--- src/la_pkg.sv ---
// Shared constants and address helper for the line assembler.
`timescale 1ns / 1ps

package la_pkg;

  localparam int BUF_DEPTH = 64;
  localparam int ADDR_W    = $clog2(BUF_DEPTH);
  localparam int CNT_W     = $clog2(BUF_DEPTH + 1);
  localparam int LEN_W     = 6;

  localparam logic [LEN_W-1:0] MAX_LINE   = 6'd62;
  localparam logic [7:0]       TERM_RESET = 8'd10;
  localparam logic [7:0]       NUL_BYTE   = 8'd0;

  function automatic logic [ADDR_W-1:0] wrap_addr(input logic [ADDR_W-1:0] base,
                                                  input logic [CNT_W-1:0]  off);
    logic [CNT_W:0] sum;
    sum = {{(CNT_W + 1 - ADDR_W){1'b0}}, base} + {1'b0, off};
    if (sum >= (CNT_W + 1)'(BUF_DEPTH)) begin
      sum = sum - (CNT_W + 1)'(BUF_DEPTH);
    end
    return sum[ADDR_W-1:0];
  endfunction

endpackage

--- src/la_ram.sv ---
// Generic single-write, single-read RAM with registered read data.
`timescale 1ns / 1ps

module la_ram #(
  parameter int WIDTH = 8,
  parameter int DEPTH = 64
) (
  input  logic                     clk,
  input  logic                     we,
  input  logic [$clog2(DEPTH)-1:0] waddr,
  input  logic [WIDTH-1:0]         wdata,
  input  logic                     re,
  input  logic [$clog2(DEPTH)-1:0] raddr,
  output logic [WIDTH-1:0]         rdata
);

  logic [WIDTH-1:0] mem [DEPTH];

  always_ff @(posedge clk) begin
    if (we) begin
      mem[waddr] <= wdata;
    end
    if (re) begin
      rdata <= mem[raddr];
    end
  end

endmodule

--- src/line_assembler_top.sv ---
// Line assembler top level: byte stream in, terminated line runs out.
//
//   channel  | handshake                      | payload
//   s_axis   | s_axis_tvalid / s_axis_tready  | tdata chunk byte, tlast end of chunk,
//            |                                | tuser skip
//   m_axis   | m_axis_tvalid / m_axis_tready  | tdata line byte/length/overflow,
//            |                                | tlast run end, tuser line found
//   cfg      | cfg_we                         | cfg_data terminator byte
//
// A byte that does not end a chunk is stored with at most one RAM write.
// A chunk end starts a terminator scan over the stored bytes (one RAM read a cycle),
// then each line byte is read from RAM and placed in the output register, or a
// single no-line or empty-line result is loaded; either may wait on an output stall.
// The line buffer is a circular RAM tracked by a head pointer and a fill count, so
// reset needs no clearing pass. The input is held off from chunk end to run end.
`timescale 1ns / 1ps

module line_assembler_top import la_pkg::*; (
  input  logic        clk,
  input  logic        rst,
  input  logic        s_axis_tvalid,
  output logic        s_axis_tready,
  input  logic [7:0]  s_axis_tdata,   // [7:0] chunk_byte
  input  logic        s_axis_tlast,   // end_of_chunk
  input  logic        s_axis_tuser,   // skip_item
  output logic        m_axis_tvalid,
  input  logic        m_axis_tready,
  output logic [15:0] m_axis_tdata,   // [7:0] line_byte, [13:8] line_length,
                                      // [14] overflow_seen, [15] zero
  output logic        m_axis_tlast,   // run_last
  output logic        m_axis_tuser,   // line_found
  input  logic        cfg_we,
  input  logic [7:0]  cfg_data
);

  localparam logic [2:0] S_IDLE     = 3'd0;
  localparam logic [2:0] S_SEARCH   = 3'd1;
  localparam logic [2:0] S_EMIT_ONE = 3'd2;
  localparam logic [2:0] S_EMIT_RD  = 3'd3;
  localparam logic [2:0] S_EMIT_WR  = 3'd4;

  logic [2:0]        state;
  logic [CNT_W-1:0]  idx;
  logic              rd_pend;
  logic [ADDR_W-1:0] head;
  logic [CNT_W-1:0]  count;
  logic              stopped;
  logic              dropped;
  logic [7:0]        term;
  logic [ADDR_W-1:0] term_pos;
  logic [LEN_W-1:0]  give;
  logic              ovf;
  logic              line_hit;

  logic              ram_we;
  logic [ADDR_W-1:0] ram_waddr;
  logic              ram_re;
  logic [ADDR_W-1:0] ram_raddr;
  logic [7:0]        ram_rdata;

  logic              acc;
  logic              out_free;
  logic              hit;
  logic              issue;
  logic [CNT_W-1:0]  p_c;
  logic [CNT_W-1:0]  len_c;
  logic              long_c;
  logic [LEN_W-1:0]  give_c;
  logic              last_byte;
  logic              load_one;
  logic              load_byte;
  logic              finish;

  assign s_axis_tready = (state == S_IDLE);
  assign acc           = s_axis_tvalid && s_axis_tready;
  assign out_free      = !m_axis_tvalid || m_axis_tready;

  assign hit    = (state == S_SEARCH) && rd_pend && (ram_rdata == term);
  assign issue  = (state == S_SEARCH) && (idx < count) && !hit;
  assign p_c    = idx - CNT_W'(1);
  assign len_c  = (p_c == '0) ? '0 : p_c - CNT_W'(1);
  assign long_c = (len_c > CNT_W'(MAX_LINE));
  assign give_c = long_c ? MAX_LINE : LEN_W'(len_c);

  assign last_byte = ((LEN_W'(idx) + LEN_W'(1)) == give);
  assign load_one  = (state == S_EMIT_ONE) && out_free;
  assign load_byte = (state == S_EMIT_WR) && out_free;
  assign finish    = load_one || (load_byte && last_byte);

  assign ram_we    = acc && !s_axis_tuser && !stopped && (s_axis_tdata != NUL_BYTE) &&
                     (count < CNT_W'(BUF_DEPTH));
  assign ram_waddr = wrap_addr(head, count);
  assign ram_re    = issue || (state == S_EMIT_RD);
  assign ram_raddr = wrap_addr(head, idx);

  la_ram #(
    .WIDTH(8),
    .DEPTH(BUF_DEPTH)
  ) u_store (
    .clk   (clk),
    .we    (ram_we),
    .waddr (ram_waddr),
    .wdata (s_axis_tdata),
    .re    (ram_re),
    .raddr (ram_raddr),
    .rdata (ram_rdata)
  );

  always_ff @(posedge clk) begin
    if (rst) begin
      state         <= S_IDLE;
      idx           <= '0;
      rd_pend       <= 1'b0;
      head          <= '0;
      count         <= '0;
      stopped       <= 1'b0;
      dropped       <= 1'b0;
      term          <= TERM_RESET;
      m_axis_tvalid <= 1'b0;
    end else begin
      if (cfg_we) begin
        term <= cfg_data;
      end
      unique case (state)
        S_IDLE: begin
          if (acc && !s_axis_tuser) begin
            if (!stopped) begin
              if (s_axis_tdata == NUL_BYTE) begin
                if (!s_axis_tlast) begin
                  stopped <= 1'b1;
                end
              end else if (count < CNT_W'(BUF_DEPTH)) begin
                count <= count + CNT_W'(1);
              end else begin
                dropped <= 1'b1;
              end
            end
            if (s_axis_tlast) begin
              stopped <= 1'b0;
              idx     <= '0;
              rd_pend <= 1'b0;
              state   <= S_SEARCH;
            end
          end
        end
        S_SEARCH: begin
          if (hit) begin
            term_pos <= ADDR_W'(p_c);
            give     <= give_c;
            ovf      <= dropped || long_c;
            line_hit <= 1'b1;
            idx      <= '0;
            rd_pend  <= 1'b0;
            state    <= (give_c == '0) ? S_EMIT_ONE : S_EMIT_RD;
          end else if ((idx == count) && !rd_pend) begin
            give     <= '0;
            ovf      <= dropped;
            line_hit <= 1'b0;
            state    <= S_EMIT_ONE;
          end else begin
            rd_pend <= issue;
            if (issue) begin
              idx <= idx + CNT_W'(1);
            end
          end
        end
        S_EMIT_RD: begin
          state <= S_EMIT_WR;
        end
        S_EMIT_WR: begin
          if (load_byte && !last_byte) begin
            idx   <= idx + CNT_W'(1);
            state <= S_EMIT_RD;
          end
        end
        S_EMIT_ONE: begin
        end
        default: begin
          state <= S_IDLE;
        end
      endcase
      if (load_one || load_byte) begin
        m_axis_tvalid <= 1'b1;
      end else if (m_axis_tready) begin
        m_axis_tvalid <= 1'b0;
      end
      if (finish) begin
        dropped <= 1'b0;
        state   <= S_IDLE;
        if (line_hit) begin
          head  <= wrap_addr(head, CNT_W'(term_pos) + CNT_W'(1));
          count <= count - (CNT_W'(term_pos) + CNT_W'(1));
        end
      end
    end
  end

  always_ff @(posedge clk) begin
    if (load_one) begin
      m_axis_tdata <= {1'b0, ovf, {LEN_W{1'b0}}, NUL_BYTE};
      m_axis_tlast <= 1'b1;
      m_axis_tuser <= line_hit;
    end else if (load_byte) begin
      m_axis_tdata <= {1'b0, ovf, give, ram_rdata};
      m_axis_tlast <= last_byte;
      m_axis_tuser <= 1'b1;
    end
  end

  a_count_bound: assert property (@(posedge clk) disable iff (rst)
    count <= CNT_W'(BUF_DEPTH))
    else $error("fill count exceeds buffer depth");

  a_scan_bound: assert property (@(posedge clk) disable iff (rst)
    (state == S_SEARCH) |-> (idx <= count))
    else $error("scan index past fill count");

  a_chunk_end: assert property (@(posedge clk) disable iff (rst)
    (acc && s_axis_tlast && !s_axis_tuser) |=> (state == S_SEARCH) && !stopped)
    else $error("chunk end did not start scan");

  a_no_line: assert property (@(posedge clk) disable iff (rst)
    (m_axis_tvalid && !m_axis_tuser) |-> (m_axis_tlast && (m_axis_tdata[13:8] == '0)))
    else $error("no-line result malformed");

  a_run_length: assert property (@(posedge clk) disable iff (rst)
    (state == S_EMIT_WR) |-> (give != '0) && (LEN_W'(idx) < give))
    else $error("emit index outside line");

endmodule
--- config.mk ---
export PLATFORM = sky130hd
export DESIGN_NAME = line_assembler_top
export DESIGN_NICKNAME = d
export VERILOG_FILES = /design/src/la_pkg.sv /design/src/la_ram.sv /design/src/line_assembler_top.sv
export SDC_FILE = /design/constraint.sdc
export NUM_CORES = 1
export LEC_CHECK = 0
export BUFFER_PORTS_ARGS = -buffer_cell sky130_fd_sc_hd__clkbuf_2
export CAP_MARGIN = 20
export CORE_ASPECT_RATIO = 1.1
export CORE_MARGIN = 2
export CORE_UTILIZATION = 45
export DETAILED_ROUTE_END_ITERATION = 7
export GPL_TIMING_DRIVEN = 0
export PLACE_DENSITY = 0.6
export SLEW_MARGIN = 20
export SYNTH_ARGS = -nofsm -noshare
export SYNTH_HDL_FRONTEND = slang
export SYNTH_SLANG_ARGS = --single-unit
--- constraint.sdc ---
create_clock -name clk -period 3.16 [get_ports clk]
set_input_delay 0.632 -clock clk [delete_from_list [all_inputs] [get_ports clk]]
set_output_delay 0.632 -clock clk [all_outputs]
set_load 0.005 [all_outputs]
[Word level (Yosys, flattened, before mapping)]
Memories as Yosys holds them, arrays and structs flattened. A register that Yosys moved wholly into a read port is not among the register bits.
Index checks and enable logic that the tools add are counted.
Operators by class
  add/subtract/negate cells: 13
  multiply operators: 0
  divide/modulo/power cells: 0
  $lt $le $gt $ge: 6
  eq/ne operators: 13
  shift-type cells: 0
  multiplexer cells: 47
  bitwise gates (word level): 5
  reduce and logical (&&, ||, !) cells: 44
Operators with widths (number)
  $mux W7: 14
  $mux W6: 6
  $mux W15: 2
  $add A6 B7 Y8: 3
  $ge A8 B7 Y1 const B: 3
  $pmux W7 S3: 1
  $sub A6 B1 Y6 const B: 3
  $mux W1: 17
  $mux W3: 5
  $pmux W3 S5: 1
  $add A7 B1 Y7 const B: 2
  $logic_and A1 B1 Y1: 14
  $sub A7 B1 Y7 const B: 2
  $reduce_and A5 Y1: 2
  $eq A8 B8 Y1: 1
  $logic_not A8 Y1: 1
  $reduce_bool A2 Y1: 4
  $reduce_bool A8 Y1: 1
  $add A6 B1 Y7 const B: 1
  $eq A7 B7 Y1: 1
  $gt A7 B6 Y1 const B: 1
  $logic_not A7 Y1: 1
  $lt A7 B7 Y1: 1
  $lt A7 B7 Y1 const B: 1
  21 further kinds: 40
Storage, ports and cells
  register bits: 66
  bits in latches: 0
  memory bits (writable): 512
  memory bits (read-only): 0
  bits of input ports: 23
  memories: 1
Memories
  u_store.mem: depth 64, width 8, read ports 1, clocked after memory_dff 1, wr ports 1, RTL line la_ram.sv:17  | logic [WIDTH-1:0] mem [DEPTH];

[Logic depth before layout (Yosys ltp)]
Gate-level depths: netlist (run 1).
  depth in word-level cells: 9
  depth in mapped cells: 11
  mapped depth without buffers: 11

[Modules after synthesis]
Synthesis (run 1) repeated with hierarchy kept, for this count alone.
Second synthesis, totals
  cell total of the unflattened synthesis: 1461
  area, all modules: 24801.3 um^2
Modules (own cells, without submodules)
  la_ram: times used 1, cells an instance 922, area each 20150.6 um^2
  line_assembler_top: times used 1, cells an instance 539, area each 4650.7 um^2

[Worst setup path after synthesis (run 1)]
OpenSTA, ideal clock, no wires.
  path kind: flip-flop to flip-flop
  from: register idx[0]
  to: register u_store.rdata[0] (read register of u_store.mem) (data pin)
  arrival time: 2.777 ns
  required time: 2.874 ns
  path slack: 0.097 ns
  cell stages (with the launch flop): 9
  buffers on the path: 2
  period minus slack after synthesis: 3.063 ns
  cells stage by stage: dfxtp_1 -> ha_1 -> fa_1 -> clkbuf_1 -> clkbuf_1 -> mux4_2 -> mux4_2 -> mux2i_1 -> mux2i_1
Between the ends
  word-level cells in the longest chain between the ends: 4
  elaborated cells between the ends (all ways): 8
  those cells by class: add/sub (2); order compare (2); mux (1); reduce/logical (3)
RTL lines
  from (decl): RTL line line_assembler_top.sv:43  | logic [CNT_W-1:0] idx;
  from (signal assigned): RTL line line_assembler_top.sv:163  | idx <= idx + CNT_W'(1);
  from (signal assigned): RTL line line_assembler_top.sv:172  | idx <= idx + CNT_W'(1);
  branches (longest 4 deep; another with $add A6 B7 Y8)
  to (decl): RTL line la_ram.sv:14  | output logic [WIDTH-1:0] rdata
Parallel ways; which one is timed is not known.
A chain may end at the register's enable or synchronous reset.

[Worst setup path after layout (run 1)]
  from: register idx[0]
  to: register u_store.rdata[7] (read register of u_store.mem) (data pin)
The elaborated chain is that of the path after synthesis.

==> results of run 1 <==
-- final cells by class --
cell class | instances | share of cell area (%)
buffer | 60 | 2.048
clock buffer | 73 | 5.252
sequential | 586 | 59.58
timing repair buffer | 50 | 1.242
inverter | 26 | 0.3400
tap | 728 | 3.173
clock inverter | 35 | 0.9414
multi-input combinational | 677 | 27.43
-- sequential cells by signal, summed over array words and instances (netlist names) --
signal and count:
u_store.mem 512, m_axis_tuser 1, idx 7, m_axis_tlast 1, stopped 1, m_axis_tvalid 1
state 3, give 6, ovf 1, count 7, dropped 1, line_hit 1
term_pos 6, head 6, m_axis_tdata 15, term 8, rd_pend 1, u_store.rdata 8
-- worst max path at each step --
| stage | end | from |
|---|---|---|
| 2_1_floorplan | u_store.rdata[0]$_DFFE_PP_ | idx[0]$_SDFFE_PP0P_ |
| 3_3_place_gp | u_store.mem[3][1]$_DFFE_PP_ | s_axis_tdata[4] |
| 5_1_grt | u_store.mem[31][6]$_DFFE_PP_ | count[1]$_SDFF_PP0_ |
| 3_5_place_dp | u_store.mem[3][1]$_DFFE_PP_ | s_axis_tdata[4] |
| 6_report | u_store.rdata[7]$_DFFE_PP_ | idx[0]$_SDFFE_PP0P_ |
| 4_1_cts | u_store.mem[31][5]$_DFFE_PP_ | count[1]$_SDFF_PP0_ |
-- layer usage --
layer	global-route usage, %	share of wire (%)	wire length, um
met1	27.62	42	23750
met2	33.78	50	28260
met3	3.244	5.1	2843
met4	5.677	2.3	1273
met5	0	0	0
-- worst max-delay path: stages (launching register included) --
cell and delay (ns):
dfxtp_4 0.37, ha_4 0.16, fa_2 0.58, buf_6 0.14, clkbuf_16 0.16, clkbuf_16 0.16, mux4_2 0.33, mux4_2 0.57
mux2i_4 0.27, mux2i_4 0.13
-- kinds of logic after synthesis --
logic type | count (synthesis) | synth area share (%)
simple gates | 262 | 5.063
buf+inv | 87 | 1.584
flops | 586 | 69.60
compound gates | 127 | 3.627
xor+xnor | 50 | 1.783
fa+ha+maj | 38 | 2.058
other cells | 1 | 0.01527
mux | 199 | 16.27
-- Yosys cell counts, types with 3 or more instances --
| cell type | number |
|---|---|
| and2_1 | 3 |
| nor4_1 | 5 |
| o21ai_0 | 10 |
| a211oi_2 | 3 |
| nand3_1 | 16 |
| mux2i_1 | 38 |
| nand4_1 | 5 |
| buf_2 | 25 |
| nand2_1 | 70 |
| nor4b_1 | 3 |
| nor2_1 | 99 |
| nor2b_1 | 5 |
| o21a_1 | 6 |
| nand2b_1 | 10 |
| o211ai_1 | 4 |
| xnor2_1 | 32 |
| o21ai_1 | 8 |
| nand4b_1 | 3 |
| or3_1 | 8 |
| a211oi_1 | 7 |
| fa_1 | 4 |
| a21oi_1 | 41 |
| mux4_2 | 160 |
| or4_1 | 5 |
| nor3_1 | 14 |
| a21o_1 | 10 |
| a21boi_0 | 5 |
| dfxtp_1 | 50 |
| inv_1 | 25 |
| edfxtp_1 | 536 |
| clkbuf_1 | 28 |
| ha_1 | 34 |
| xor2_1 | 18 |
| buf_4 | 6 |
| o31ai_1 | 4 |
| o2111ai_1 | 3 |
-- power groups by stage --
stage / Clock [W] / Sequential (W) / Combinational (W)
floorplan: 0 / 0.00871 / 0.000667
global placement: 0 / 0.00873 / 0.00107
detailed placement: 0 / 0.00873 / 0.00109
CTS: 0.00667 / 0.00856 / 0.00121
global route: 0.00697 / 0.00856 / 0.00130
finish: 0.00651 / 0.00856 / 0.00121
-- stage by stage --
stage	cell area [um^2]	TNS (ns)	setup slack, ns
5_1_grt	28710	-36.41	-0.1881
2_1_floorplan	24560	0	0.09677
6_report	28710	-0.04743	-0.03128
3_3_place_gp	25670	-727.00	-1.641
4_1_cts	28350	-15.19	-0.09484
3_5_place_dp	25690	-556.52	-1.321
-- what timing repair did --
action                                  in CTS  in global routing
cloned                                       1                  0
setup buffers                               10                  0
endpoints found under the hold margin        0                  0
pin swaps                                    5                  1
gates resized for setup                    199                 80
endpoints found under the setup margin     524                463
==> results.json, run 1 <==
{
  "outcome": "complete, but fails checks",
  "failed_checks": "negative setup slack",
  "layout.area.seq_um2": 17100,
  "ys_top_cells_by_area": "edfxtp_1 (66%), mux4_2 (15%), dfxtp_1 (4.1%)",
  "pwr-share-clk_pct": 40.0,
  "post_layout_nonfiller_instances": 2235,
  "clk_root_buffer_cell": "clkbuf_16",
  "first_global_vias": 12939,
  "tritoncts": "yes",
  "synth.net_count": 1411,
  "maximum_number_of_pins_on_one_net_before_global_route_repair": 66,
  "drt-pass1-iter-count": 5,
  "layout-drive-gt1-share_pct": 30.52,
  "area_of_the_multi_input_gates_um2": 7874,
  "placeableCoreArea_um2": 53790,
  "cts_inserted_buffers": 58,
  "fp-row-count": 89,
  "timing.reg2reg.setup_slack_ns": -0.03,
  "min_period_over_period_pct": 101.0,
  "final-setup-viol-count": 3,
  "syn_area_per_cell_um2": 18.19,
  "cts_num_sinks": 586,
  "max_cap_viol_count": 0,
  "grt_util_all_layers_pct": 20.24,
  "rsz_0062_raised_after_global_routing": "true",
  "power.combinational.fraction_pct": 7.4,
  "worstPathRequired_ns": 3.49,
  "report.power.total_w": 0.01628,
  "io-pin-count": 43,
  "postCtsHoldBufs": 0,
  "worstHoldPathType": "in -> reg",
  "ys_async_sr_fraction_pct": 0,
  "depth_of_the_most_critical_reg_to_reg_path": 9,
  "final_replace_weighted_congestion": 0.8332,
  "chipWidth_um": 226.8,
  "hold_path_startpoint": "cfg_data[2]",
  "floorplan.die_area_um2": 56470,
  "mostFrequentLayoutCells": "edfxtp_1 (536), mux4_2 (160), clkbuf_16 (69)",
  "min_delay_path_depth": 3,
  "antenna_cells_inserted": 0,
  "fraction_of_power_spent_switching_nets_pct": 22.22,
  "timing.final.crit_period_ns": 3.191,
  "layout_commonest_cell": "edfxtp_1",
  "finalHoldViolCount": 0,
  "drt-initial-drc-count": 1221,
  "die-height_um": 249.0,
  "drt_drc_violations_left": 0,
  "wirelength_um": 56130,
  "synth.cell_area_um2": 24560,
  "cp-start-kind": "flop",
  "critical_path_arrival_ns": 3.52,
  "top_achievable_clock_speed_mhz": 313.4,
  "worst_hold_path.endpoint": "term[2]$_SDFFE_PP0P_",
  "yosys.area.top_type_share_pct": 65.53,
  "synth_warnings": 0,
  "synth_cell_types": 72,
  "clock-skew-final_ns": 0.01566,
  "seq_power_share_pct": 52.5,
  "grt.overflow.total": 0,
  "grt_first_pass_wirelength_um": 83350,
  "finalHoldWorstSlack_ns": 0.2407,
  "p_switching_w": 0.003617,
  "htree_num_levels": 2,
  "seq_area_frac_synth_pct": 69.60,
  "clock_path_buffers": 3,
  "power.leakage_nw": 8.991,
  "syn_inst": 1350,
  "grt_antenna_before_repair": 0,
  "post-dp-hpwl_um": 36700,
  "routed-via-count": 12720,
  "final_worst_setup_slack_ns": -0.03128,
  "worst_r2r_endpoint": "u_store.rdata[7]$_DFFE_PP_",
  "worst_ir_drop_vdd_v": 0.0004196,
  "place.port_buffers": 39,
  "critical_path.endpoint_type": "flop",
  "fin_util_pct": 53.37,
  "setup.worst_path.class": "reg -> reg",
  "detail_route.vias_per_cell": 5.691,
  "slew_of_the_pin_with_the_lowest_slew_margin_ns": 0.8559,
  "post-synth-top-area-cell": "edfxtp_1",
  "clkLatencyLatePin_ns": 0.62,
  "internal_power_w": 0.01267,
  "routedWlPerCell_um": 25.11,
  "fillers": 4211,
  "relSlewSlack_pct": 42.89,
  "route.antenna.remaining_nets": 0,
  "finalNetCount": 1520,
  "initial_core_util_pct": 45.67,
  "worst_r2r_startpoint": "idx[0]$_SDFFE_PP0P_",
  "synth-main-ff-cell": "edfxtp_1",
  "clkSlewWorstSetupHoldPaths_ns": 0.07,
  "yosys_register_bits": 586,
  "area_delta_synth_final_pct": 16.88,
  "final_max_slew_viol_count": 0,
  "synth_enable_flop_cells": 536,
  "cp_max_fo": 6,
  "placed_cells": 2117,
  "power_density_nw_per_um2": 567.2
}
No activity file was read; power rests on OpenSTA's default activity.
==> run 2: changes to the inputs <==
Settings changed: CORE_ASPECT_RATIO 1.1 to 1.2, HOLD_SLACK_MARGIN set to 0.05, SYNTH_HIERARCHICAL set to 1.
==> run 2 against run 1 <==
The run still ends with negative setup slack left. Synthesized cell count rose by 8.2%. Global-route usage rose by 2.6 points. Maximum frequency rose by 0.16%.
==> results.json, run 2 <==
{
  "grt_first_pass_wirelength_um": 94500,
  "min_delay_path_depth": 3,
  "worstPathRequired_ns": 3.48,
  "top_register": "u_store/mem",
  "slew_of_the_pin_with_the_lowest_slew_margin_ns": 0.9021,
  "relSlewSlack_pct": 39.10,
  "clkSlewWorstSetupHoldPaths_ns": 0.06,
  "final_replace_weighted_congestion": 0.9584,
  "chipWidth_um": 218.3,
  "yosys.area.top_type_share_pct": 64.90,
  "clock_path_buffers": 3,
  "synth_enable_flop_cells": 536,
  "worst_r2r_startpoint": "head[0]$_SDFFE_PP0P_",
  "cp_max_fo": 10,
  "rsz_0062_raised_after_global_routing": "true",
  "postCtsHoldBufs": 0,
  "finalNetCount": 1663,
  "placeableCoreArea_um2": 54690,
  "timing.reg2reg.setup_slack_ns": -0.03,
  "drt-initial-drc-count": 1623,
  "hold_path_startpoint": "cfg_data[1]",
  "final_max_slew_viol_count": 0,
  "synth_cell_types": 81,
  "max_reg_flops": 512,
  "power_density_nw_per_um2": 567.9,
  "clock-skew-final_ns": 0.02165,
  "antenna_cells_inserted": 0,
  "routed-via-count": 14178,
  "htree_num_levels": 2,
  "maximum_number_of_pins_on_one_net_before_global_route_repair": 66,
  "syn_area_per_cell_um2": 16.98,
  "place_ws_ns": -2.130,
  "synth_warnings": 6,
  "timing.final.crit_period_ns": 3.186,
  "seq_power_share_pct": 51.6,
  "post-dp-hpwl_um": 42040,
  "worstHoldPathType": "in -> reg",
  "post-synth-top-area-cell": "edfxtp_1",
  "fp-row-count": 94,
  "top_achievable_clock_speed_mhz": 313.9,
  "synth.net_count": 1522,
  "synthMostInstantiatedCell": "edfxtp_1",
  "final-setup-viol-count": 1,
  "max_cap_viol_count": 0,
  "floorplan.die_area_um2": 57020,
  "setup_tns_ns": -0.02604,
  "cts_inserted_buffers": 57,
  "drt_drc_violations_left": 0,
  "critical_path.endpoint_type": "flop",
  "grt.overflow.total": 0,
  "yosys_register_bits": 586,
  "detail_route.vias_per_cell": 6.015,
  "power.leakage_nw": 9.273,
  "fraction_of_power_spent_switching_nets_pct": 23.92,
  "pwr-share-clk_pct": 36.8,
  "grt_util_all_layers_pct": 22.87,
  "mostFrequentLayoutCells": "edfxtp_1 (536), mux4_2 (118), nor2_4 (64)",
  "tritoncts": "yes",
  "seq_area_frac_synth_pct": 68.93,
  "power.combinational.fraction_pct": 11.5,
  "worst_r2r_endpoint": "u_store/rdata[6]$_DFFE_PP_",
  "first_global_vias": 14296,
  "initial_core_util_pct": 45.35,
  "synth.cell_area_um2": 24800,
  "cts_num_sinks": 586,
  "failed_checks": "negative setup slack",
  "outcome": "complete, but fails checks",
  "worst_ir_drop_vdd_v": 0.0004971,
  "clkLatencyLatePin_ns": 0.61,
  "place.port_buffers": 40,
  "depth_of_the_most_critical_reg_to_reg_path": 13,
  "min_period_over_period_pct": 100.8,
  "finalHoldViolCount": 0,
  "worst_hold_path.endpoint": "term[1]$_SDFFE_PP1P_",
  "wirelength_um": 63950,
  "clk_root_buffer_cell": "clkbuf_16",
  "synth-main-ff-cell": "edfxtp_1",
  "ys_top_cells_by_area": "edfxtp_1 (65%), mux4_2 (11%), dfxtp_1 (4.0%)",
  "final_worst_setup_slack_ns": -0.02604,
  "place_area_um2": 25920,
  "layout-drive-gt1-share_pct": 29.69,
  "ys_async_sr_fraction_pct": 0,
  "internal_power_w": 0.01266,
  "syn_inst": 1461,
  "finalHoldWorstSlack_ns": 0.2565,
  "route.antenna.remaining_nets": 0,
  "cp-start-kind": "flop",
  "routedWlPerCell_um": 27.13,
  "layout_commonest_cell": "edfxtp_1",
  "die-height_um": 261.2,
  "drt-pass1-iter-count": 5,
  "synth.top_cells.by_count": "edfxtp_1 (536), mux4_2 (118), nor2_1 (100)",
  "grt_antenna_before_repair": 0,
  "area_delta_synth_final_pct": 18.13,
  "largest_registers": "u_store/mem (512), m_axis_tdata (15)",
  "critical_path_arrival_ns": 3.51,
  "p_switching_w": 0.003979,
  "setup.worst_path.class": "reg -> reg",
  "design_area_um2": 29300,
  "io-pin-count": 43
}
run 2: how the worst max path moves through the flow:
stage,startpoint,endpoint,cells after the start
floorplan,idx[1]$_SDFFE_PP0P_,u_store/rdata[6]$_DFFE_PP_,13
global route,head[0]$_SDFFE_PP0P_,u_store/rdata[6]$_DFFE_PP_,13
global placement,s_axis_tdata[1],u_store/mem[6][3]$_DFFE_PP_,7
finish,head[0]$_SDFFE_PP0P_,u_store/rdata[6]$_DFFE_PP_,13
CTS,count[0]$_SDFF_PP0_,u_store/mem[27][1]$_DFFE_PP_,7
detailed placement,s_axis_tdata[4],u_store/mem[6][6]$_DFFE_PP_,7
run 2: logic make-up after synthesis:
| group | count (synthesis) | synth area share, % |
|---|---|---|
| buffers and inverters | 116 | 2.280 |
| AND/OR/NAND/NOR | 297 | 5.918 |
| XOR/XNOR | 51 | 1.857 |
| AO/OA/AOI/OAI | 216 | 6.039 |
| multiplexers | 156 | 12.92 |
| flip-flops | 586 | 68.93 |
| adder cells (fa/ha/maj) | 38 | 2.038 |
| other | 1 | 0.01512 |
run 2: power groups by stage:
stage	registers, W	clock network (W)	logic (W)
floorplan	0.00875	0	0.00105
global placement	0.00877	0	0.00166
detailed placement	0.00876	0	0.00169
CTS	0.00859	0.00624	0.00187
global route	0.00860	0.00653	0.00203
finish	0.00859	0.00613	0.00192
run 2: final cells by class:
class | count | area, um^2
Fill cell | 4345 | 25390
Sequential cell | 586 | 17110
Multi-Input combinational cell | 759 | 8061
Clock buffer | 70 | 1475
Tap cell | 720 | 900.9
Timing Repair Buffer | 86 | 838.3
Buffer | 72 | 613.1
Inverter | 40 | 150.1
Clock inverter | 24 | 145.1
run 2: timing repair:
item | 4_1_cts | 5_1_grt
pin swaps | 29 | 16
gates cloned | 0 | 0
endpoints found under the setup margin | 540 | 474
setup buffers | 33 | 13
resized for setup | 273 | 44
run 2: worst max-delay path, cell delays in order, from the launching register on:
cell      delay, ns
dfxtp_4        0.38
ha_4           0.14
inv_2          0.04
fa_2           0.43
inv_2          0.06
a21o_1         0.11
a21oi_2        0.07
xnor2_2        0.22
clkbuf_8       0.24
buf_6          0.21
nor2_1         0.13
a22oi_1        0.28
a21oi_1        0.14
a311o_1        0.43
run 2: stage by stage:
| stage | total power, W | std cells | util (%) |
|---|---|---|---|
| 2_1_floorplan | 0.009798 | 1461 | - |
| 3_3_place_gp | 0.01043 | 2221 | 47.36 |
| 3_5_place_dp | 0.01045 | 2221 | 47.39 |
| 4_1_cts | 0.01670 | 2346 | 52.95 |
| 5_1_grt | 0.01716 | 2357 | 53.57 |
| 6_report | 0.01664 | 2357 | 53.57 |
run 2: per-layer routing:
metal / GRT usage (%) / share of wire [%] / vias to the layer above
met4: 9.656 / 4.2 / 0
met5: 0 / 0 / -
met3: 3.751 / 6.0 / 127
met1: 28.71 / 38 / 7359
met2: 39.49 / 51 / 553
li1: - / - / 6139
==> run 3: changes to the inputs <==
Settings changed: TNS_END_PERCENT set to 30.
==> run 3 against run 2 <==
The run still ends with negative setup slack left. Clock skew barely moved. Flip-flop and latch count unchanged. Clock-buffer cell count unchanged. Non-clock buffer count fell by 1. Clock power about the same. Maximum frequency up 0.73%. Via count decreased by 0.42%. Die area unchanged. Cell count hardly changed. Critical path depth decreased by 3. Routed wire length about the same. Largest cell class unchanged. Largest power group unchanged. Highest routed layer unchanged.
==> results.json, run 3 (synthesis results as in run 2) <==
{
  "grt_first_pass_wirelength_um": 94500,
  "floorplan.die_area_um2": 57020,
  "top_achievable_clock_speed_mhz": 316.2,
  "worstHoldPathType": "in -> reg",
  "postCtsHoldBufs": 0,
  "grt.overflow.total": 0,
  "wirelength_um": 63910,
  "die-height_um": 261.2,
  "max_cap_viol_count": 0,
  "fp-row-count": 94,
  "slew_of_the_pin_with_the_lowest_slew_margin_ns": 0.9085,
  "routedWlPerCell_um": 27.13,
  "clock-skew-final_ns": 0.02161,
  "seq_power_share_pct": 51.7,
  "worst_ir_drop_vdd_v": 0.0004934,
  "area_delta_synth_final_pct": 17.88,
  "cp_max_fo": 10,
  "power.combinational.fraction_pct": 11.5,
  "fillers": 4354,
  "cp-start-kind": "flop",
  "grt_util_all_layers_pct": 22.87,
  "worstPathRequired_ns": 3.48,
  "finalNetCount": 1662,
  "timing.final.crit_period_ns": 3.163,
  "mostFrequentLayoutCells": "edfxtp_1 (536), mux4_2 (118), nor2_4 (64)",
  "grt_antenna_before_repair": 0,
  "relSlewSlack_pct": 38.66,
  "layout_commonest_cell": "edfxtp_1",
  "io-pin-count": 43,
  "tritoncts": "yes",
  "clkSlewWorstSetupHoldPaths_ns": 0.06,
  "maximum_number_of_pins_on_one_net_before_global_route_repair": 66,
  "routed-via-count": 14118,
  "place_area_um2": 25920,
  "first_global_vias": 14294,
  "fraction_of_power_spent_switching_nets_pct": 23.91,
  "post-dp-hpwl_um": 42040,
  "internal_power_w": 0.01265,
  "place.port_buffers": 40,
  "drt_drc_violations_left": 0,
  "max_reg_flops": 512,
  "failed_checks": "negative setup slack",
  "placeableCoreArea_um2": 54690,
  "initial_core_util_pct": 45.35,
  "layout-drive-gt1-share_pct": 29.22,
  "cts_inserted_buffers": 57,
  "p_switching_w": 0.003977,
  "drt-initial-drc-count": 1528,
  "antenna_cells_inserted": 0,
  "cts_num_sinks": 586,
  "clk_root_buffer_cell": "clkbuf_16",
  "route.antenna.remaining_nets": 0,
  "detail_route.vias_per_cell": 5.992,
  "setup_tns_ns": -0.002823,
  "critical_path.endpoint_type": "flop",
  "finalHoldWorstSlack_ns": 0.2572,
  "min_period_over_period_pct": 100.1,
  "final_max_slew_viol_count": 0,
  "drt-pass1-iter-count": 7,
  "clock_path_buffers": 3,
  "fin_util_pct": 53.46,
  "place_ws_ns": -2.130,
  "outcome": "complete, but fails checks",
  "top_register": "u_store/mem",
  "power_density_nw_per_um2": 568.8,
  "setup.worst_path.class": "reg -> reg",
  "largest_registers": "u_store/mem (512), m_axis_tdata (15)",
  "final_worst_setup_slack_ns": -0.002823,
  "htree_num_levels": 2,
  "rsz_0062_raised_after_global_routing": "true",
  "final-setup-viol-count": 1,
  "finalHoldViolCount": 0,
  "clkLatencyLatePin_ns": 0.61,
  "chipWidth_um": 218.3,
  "design_area_um2": 29240,
  "critical_path_arrival_ns": 3.49,
  "pwr-share-clk_pct": 36.8,
  "final_replace_weighted_congestion": 0.9584,
  "power.leakage_nw": 9.261
}
==> run 3: per-stage QoR <==
| step | total power [W] | std cells |
|---|---|---|
| after global placement | 0.01043 | 2221 |
| final | 0.01663 | 2356 |
| after floorplan | 0.009798 | 1461 |
| after CTS | 0.01670 | 2346 |
| after global routing | 0.01715 | 2356 |
| after detailed placement | 0.01045 | 2221 |
==> run 3: power by group through the flow <==
| stage | combinational [W] | sequential (W) | clock [W] |
|---|---|---|---|
| finish | 0.00191 | 0.00859 | 0.00613 |
| global route | 0.00202 | 0.00860 | 0.00653 |
| CTS | 0.00187 | 0.00859 | 0.00624 |
| detailed placement | 0.00169 | 0.00876 | 0 |
| global placement | 0.00166 | 0.00877 | 0 |
| floorplan | 0.00105 | 0.00875 | 0 |
==> run 3: final timing paths <==
kind,start,to,slack [ns],cells past startpoint
hold / removal,cfg_data[3],term[3]$_SDFFE_PP1P_,0.26,3
setup / recovery,head[0]$_SDFFE_PP0P_,u_store/rdata[7]$_DFFE_PP_,-0.003,10
hold reg to reg,m_axis_tlast$_SDFFE_PP1P_,m_axis_tlast$_SDFFE_PP1P_,0.45,2
setup reg to reg,head[0]$_SDFFE_PP0P_,u_store/rdata[7]$_DFFE_PP_,-0.003,10
==> run 3: cell type report <==
type,instances,area [um^2],area share [%]
multi-input cells,759,8024,27.45
inverters,40,150.1,0.5136
plain buffers,73,604.3,2.067
clock buffers,70,1475,5.046
well taps,720,900.9,3.081
flip-flops and latches,586,17110,58.53
repair buffers,84,823.3,2.816
clock inverters,24,145.1,0.4964
==> run 3: worst max-delay path, cell delays in order, from the launching register on <==
cell and delay (ns):
dfxtp_4 0.38, ha_4 0.14, inv_2 0.04, fa_2 0.43
xnor2_4 0.22, buf_6 0.21, mux4_1 0.35, mux2_2 0.32
o22ai_2 0.23, a221oi_4 0.14, a311o_1 0.42
==> run 3: per-layer routing <==
layer	global-route usage [%]	wire length, um	up-vias	part of all wire [%]
li1	-	-	6137	-
met1	28.71	24790	7339	39
met2	39.49	32810	514	51
met3	3.751	3471	128	5.4
met4	9.656	2831	0	4.4
met5	0	0	-	0
==> run 3: timing repair <==
item,4_1_cts,5_1_grt
cloned,0,0
endpoints found under the setup margin,540,474
buffers inserted,33,11
pin swaps,28,13
resized for setup,273,33
